==> src/hw/rtl/dmft_pkg.sv <==
// ----------------------------------------------------------------------------
// Duplicate message filter table: package
// Operation and status codes, and the command and status groups that join
// the controller to the datapath.
// ----------------------------------------------------------------------------
package dmft_pkg;

  localparam int DIGEST_W = 32;
  localparam int ACTION_W = 2;
  localparam int STATUS_W = 2;

  // Operation codes carried on in_action.
  localparam logic [ACTION_W-1:0] ACT_ADD    = 2'd0;
  localparam logic [ACTION_W-1:0] ACT_REMOVE = 2'd1;
  localparam logic [ACTION_W-1:0] ACT_CHECK  = 2'd2;

  // Result codes carried on out_status.
  localparam logic [STATUS_W-1:0] STATUS_OK        = 2'd0;
  localparam logic [STATUS_W-1:0] STATUS_NOT_FOUND = 2'd1;
  localparam logic [STATUS_W-1:0] STATUS_FULL      = 2'd2;

  // Commands from the controller to the datapath.
  typedef struct packed {
    logic load;    // latch the incoming word and restart the slot counter
    logic clear;   // write an empty entry at the slot counter
    logic scan;    // read the entry at the slot counter
    logic commit;  // update the chosen slot and present the result
  } dmft_cmd_t;

  // Status from the datapath to the controller.
  typedef struct packed {
    logic addr_last;  // slot counter points at the last slot
  } dmft_sts_t;

endpackage

==> src/hw/rtl/dmft_ctrl.sv <==
// ----------------------------------------------------------------------------
// Duplicate message filter table: controller
// Sequences the clearing pass after reset and the scan, drain and commit
// steps of each operation.
// ----------------------------------------------------------------------------
module dmft_ctrl (
  input  logic                clk,
  input  logic                rst_n,
  input  logic                start,
  input  dmft_pkg::dmft_sts_t sts,
  output logic                busy,
  output dmft_pkg::dmft_cmd_t cmd
);
  import dmft_pkg::*;

  typedef enum logic [4:0] {
    ST_IDLE   = 5'b00001,
    ST_CLEAR  = 5'b00010,
    ST_SCAN   = 5'b00100,
    ST_DRAIN  = 5'b01000,
    ST_COMMIT = 5'b10000
  } state_t;

  state_t state_r;
  state_t state_nxt;

  always_comb begin
    state_nxt = state_r;
    unique case (state_r)
      ST_IDLE: begin
        if (start) begin
          state_nxt = ST_SCAN;
        end
      end
      ST_CLEAR: begin
        if (sts.addr_last) begin
          state_nxt = ST_IDLE;
        end
      end
      ST_SCAN: begin
        if (sts.addr_last) begin
          state_nxt = ST_DRAIN;
        end
      end
      ST_DRAIN:  state_nxt = ST_COMMIT;
      ST_COMMIT: state_nxt = ST_IDLE;
      default:   state_nxt = ST_CLEAR;
    endcase
  end

  always_ff @(posedge clk) begin
    if (!rst_n) begin
      state_r <= ST_CLEAR;
    end else begin
      state_r <= state_nxt;
    end
  end

  assign busy       = (state_r != ST_IDLE);
  assign cmd.load   = (state_r == ST_IDLE) && start;
  assign cmd.clear  = (state_r == ST_CLEAR);
  assign cmd.scan   = (state_r == ST_SCAN);
  assign cmd.commit = (state_r == ST_COMMIT);

endmodule

==> config.mk <==
export PLATFORM = sky130hd
export DESIGN_NAME = dmft_ctrl
export DESIGN_NICKNAME = d
export VERILOG_FILES = /design/src/hw/rtl/dmft_pkg.sv /design/src/hw/rtl/dmft_ctrl.sv
export SDC_FILE = /design/constraint.sdc
export NUM_CORES = 1
export LEC_CHECK = 0
export ABC_AREA = 1
export BUFFER_PORTS_ARGS = -buffer_cell sky130_fd_sc_hd__buf_4
export CAP_MARGIN = 0
export CELL_PAD_IN_SITES_DETAIL_PLACEMENT = 1
export CELL_PAD_IN_SITES_GLOBAL_PLACEMENT = 1
export CORE_AREA = 2 2 39 41
export DETAILED_ROUTE_END_ITERATION = 16
export DIE_AREA = 0 0 41 43
export HOLD_SLACK_MARGIN = 0.15
export PLACE_DENSITY_LB_ADDON = 0.1
export RECOVER_POWER = 50
export SLEW_MARGIN = 20
export SYNTH_ARGS = -nofsm -noshare
export SYNTH_HDL_FRONTEND = slang
export SYNTH_SLANG_ARGS = --single-unit
==> constraint.sdc <==
create_clock -name clk -period 1 [get_ports clk]
set_input_delay 0.15 -clock clk [delete_from_list [all_inputs] [get_ports clk]]
set_output_delay 0.15 -clock clk [all_outputs]
set_load 0.03 [all_outputs]
==> out/results.ini <==
[sta]
fin_tns_setup_ns=-2.05
max_slew_margin_pct=85.9
post-route-period-util_pct=133
setup_ws_ns=-0.328
drv_slew=0
holdWs_ns=0.163
grt_setup_unrepaired=yes
fin_crit_ns=1.33
max_freq_ghz=0.753
hold_violations=0
worstMarginPinSlew_ns=0.211
worst_clock_skew_ns=0.00472
setup_viol=10

[detailed_routing]
drcViolationCount=0
wl_met3_um=50
drt_iter0_markers=0
drtAntennaViolNets=0
first_pass_iters=1
met1_length_um=411
wirelength_um=958
routed-wl-met2_um=445
via_count=394
routed_via_density=4.33
routed.top_layer=met4
avgRoutedWirePerCell_um=10.5

[clock_tree]
htree_levels=1
numCtsBuffers=3
path_clk_slew_ns=0.04
clk_latency_ns=0.25
cts.path.max_buffers=2
cts_tree=done
cts_hold_buf=0
root_buffer=clkbuf_4
cts.sinks=5

[floorplan]
die_h_um=43
start_util_pct=23.0
boundaryPins=9
rows=14
die_area_um2=1760
die_w_um=41
core_um2=1380

[global_route]
grt_max_degree=8
grt_pass1_wl_mm=1.44
grt_usage_pct=12.5
grt_pass1_vias=365
grt_overflow=0
antenna_found_initial=0

[hold_path]
min_path_type=input port to register

[power]
p_total_uw=885
power_density_nw_per_um2=1350
worst_ir_drop_vdd_mv=0.600
cellLeakagePower_nw=0.310

[worst_setup_path]
critPathSlowestCell=dfxtp_2
start_kind=register
end_kind=output pin
cp_max_fo=3
path_class=register to output pin
path_cells=buf_6 -> nor2_4 -> buf_4 -> nand3_4 -> inv_2 -> buf_6
critPathArrivalTime_ns=1.18
crit_top_cell=buf_6
path_buf_inv=4
slowest_delay_ns=0.32
cp_top_family=buffers and inverters
crit_required_ns=0.85

[synth]
ys_top_cells_by_area=dfxtp_1 (31%), inv_1 (14%), nor2_2 (7.9%)
ys_seq_area_share_pct=31.5
synth_top_cell_by_area=dfxtp_1
ys_ff_latch=5
synth_cells=48
synth_top_area_share_pct=31.5
yosysUniqueCellTypes=14
syn_avg_cell_area_um2=6.62
synth_fp_nets=52
yosys_warnings=0
netlist_area_um2=318

[run_status]
failed_checks=negative setup slack
status=complete, but fails checks

[layout]
stdcell_area_um2=656
n_fill_cell=172
area_growth_pct=106
nNetsFinal=80
diodes=0
drive_gt1_share_pct=70.7
largest_reg_flops=5
final_core_util_pct=47.4
max_flop_register=state_r
reg.largest.list=state_r (5)

[job]
maxCapViolCount=0

[placement]
port_buffers=8
gp_congestion=0.670
place_area_um2=450
hpwl_um=637

-- worst reg2reg max path, delay by kind of cell, from the launching register on --
kind	cells	cell delay, ns
flops	1	0.36
simple gates	5	0.42
buf+inv	3	0.32
-- cells in the final DEF (no fill, tap or decap), types with 2 or more instances in the layout --
cell,synthesis,final
nand2_1,6,4
buf_6,0,11
clkbuf_4,0,3
nand2_2,1,3
nand4_1,3,3
inv_2,2,6
buf_4,0,12
nor2_1,6,4
nor2_4,2,7
dfxtp_2,0,3
inv_1,12,8
nand3_2,1,2
-- per-stage QoR --
step                cells  setup WS (ns)
finish                 91         -0.328
global placement       78         -0.121
global route           91         -0.379
detailed placement     78         -0.135
CTS                    87         -0.353
floorplan              48        -0.0317
-- Yosys cell counts --
cell type	count
nor3_1	1
nor2_4	2
nor2_2	4
nor2_1	6
nand2_2	1
nand2_1	6
nand4_2	1
nand3_2	1
inv_1	12
dfxtp_1	5
nand3_1	3
nand4_1	3
inv_2	2
a21oi_1	1
-- logic make-up (layout without fill, tap and decap cells) --
logic type | after synthesis | in the layout | share of synthesized area [%]
and+or+nand+nor | 28 | 28 | 50.4
AOI/OAI and AO/OA | 1 | 1 | 1.57
DFF | 5 | 5 | 31.5
buffers and inverters | 14 | 41 | 16.5
-- per-layer routing --
layer  vias to the layer above  global-route usage [%]
li1                        199                       -
met1                       174                    15.2
met2                        14                    17.5
met3                         7                    1.57
met4                         0                    12.0
met5                         -                       0
-- path summary, 6_finish.rpt --
| path | slack (ns) | to | start | depth (start not counted) |
|---|---|---|---|---|
| worst max register to register | -0.21 | state_r[0] | state_r[3] | 8 |
| worst min-delay path | 0.16 | state_r[1] | rst_n | 4 |
| worst min register to register | 0.61 | state_r[4] | state_r[3] | 4 |
| worst max-delay path | -0.33 | cmd[1] | state_r[0] | 6 |
-- what timing repair did --
action	in CTS	in global routing
gates resized for setup	16	14
cloned	0	0
setup buffers	5	4
setup endpoints to repair	9	10
pin swaps	5	12
-- power breakdown --
group / switching, mW / leakage (nW) / internal (mW)
clock network: 0.0863 / 0.0150 / 0.151
logic: 0.214 / 0.252 / 0.189
registers: 0.0237 / 0.0421 / 0.221
-- area by class of cell --
cell class | count | area [um2] | area share, %
Clock buffer | 4 | 26.3 | 4.01
Inverter | 14 | 52.6 | 8.02
Multi-Input combinational cell | 29 | 235 | 35.9
Sequential cell | 5 | 108 | 16.4
Tap cell | 16 | 20.0 | 3.05
Timing Repair Buffer | 23 | 214 | 32.6
(Power assumes the default switching activity.)
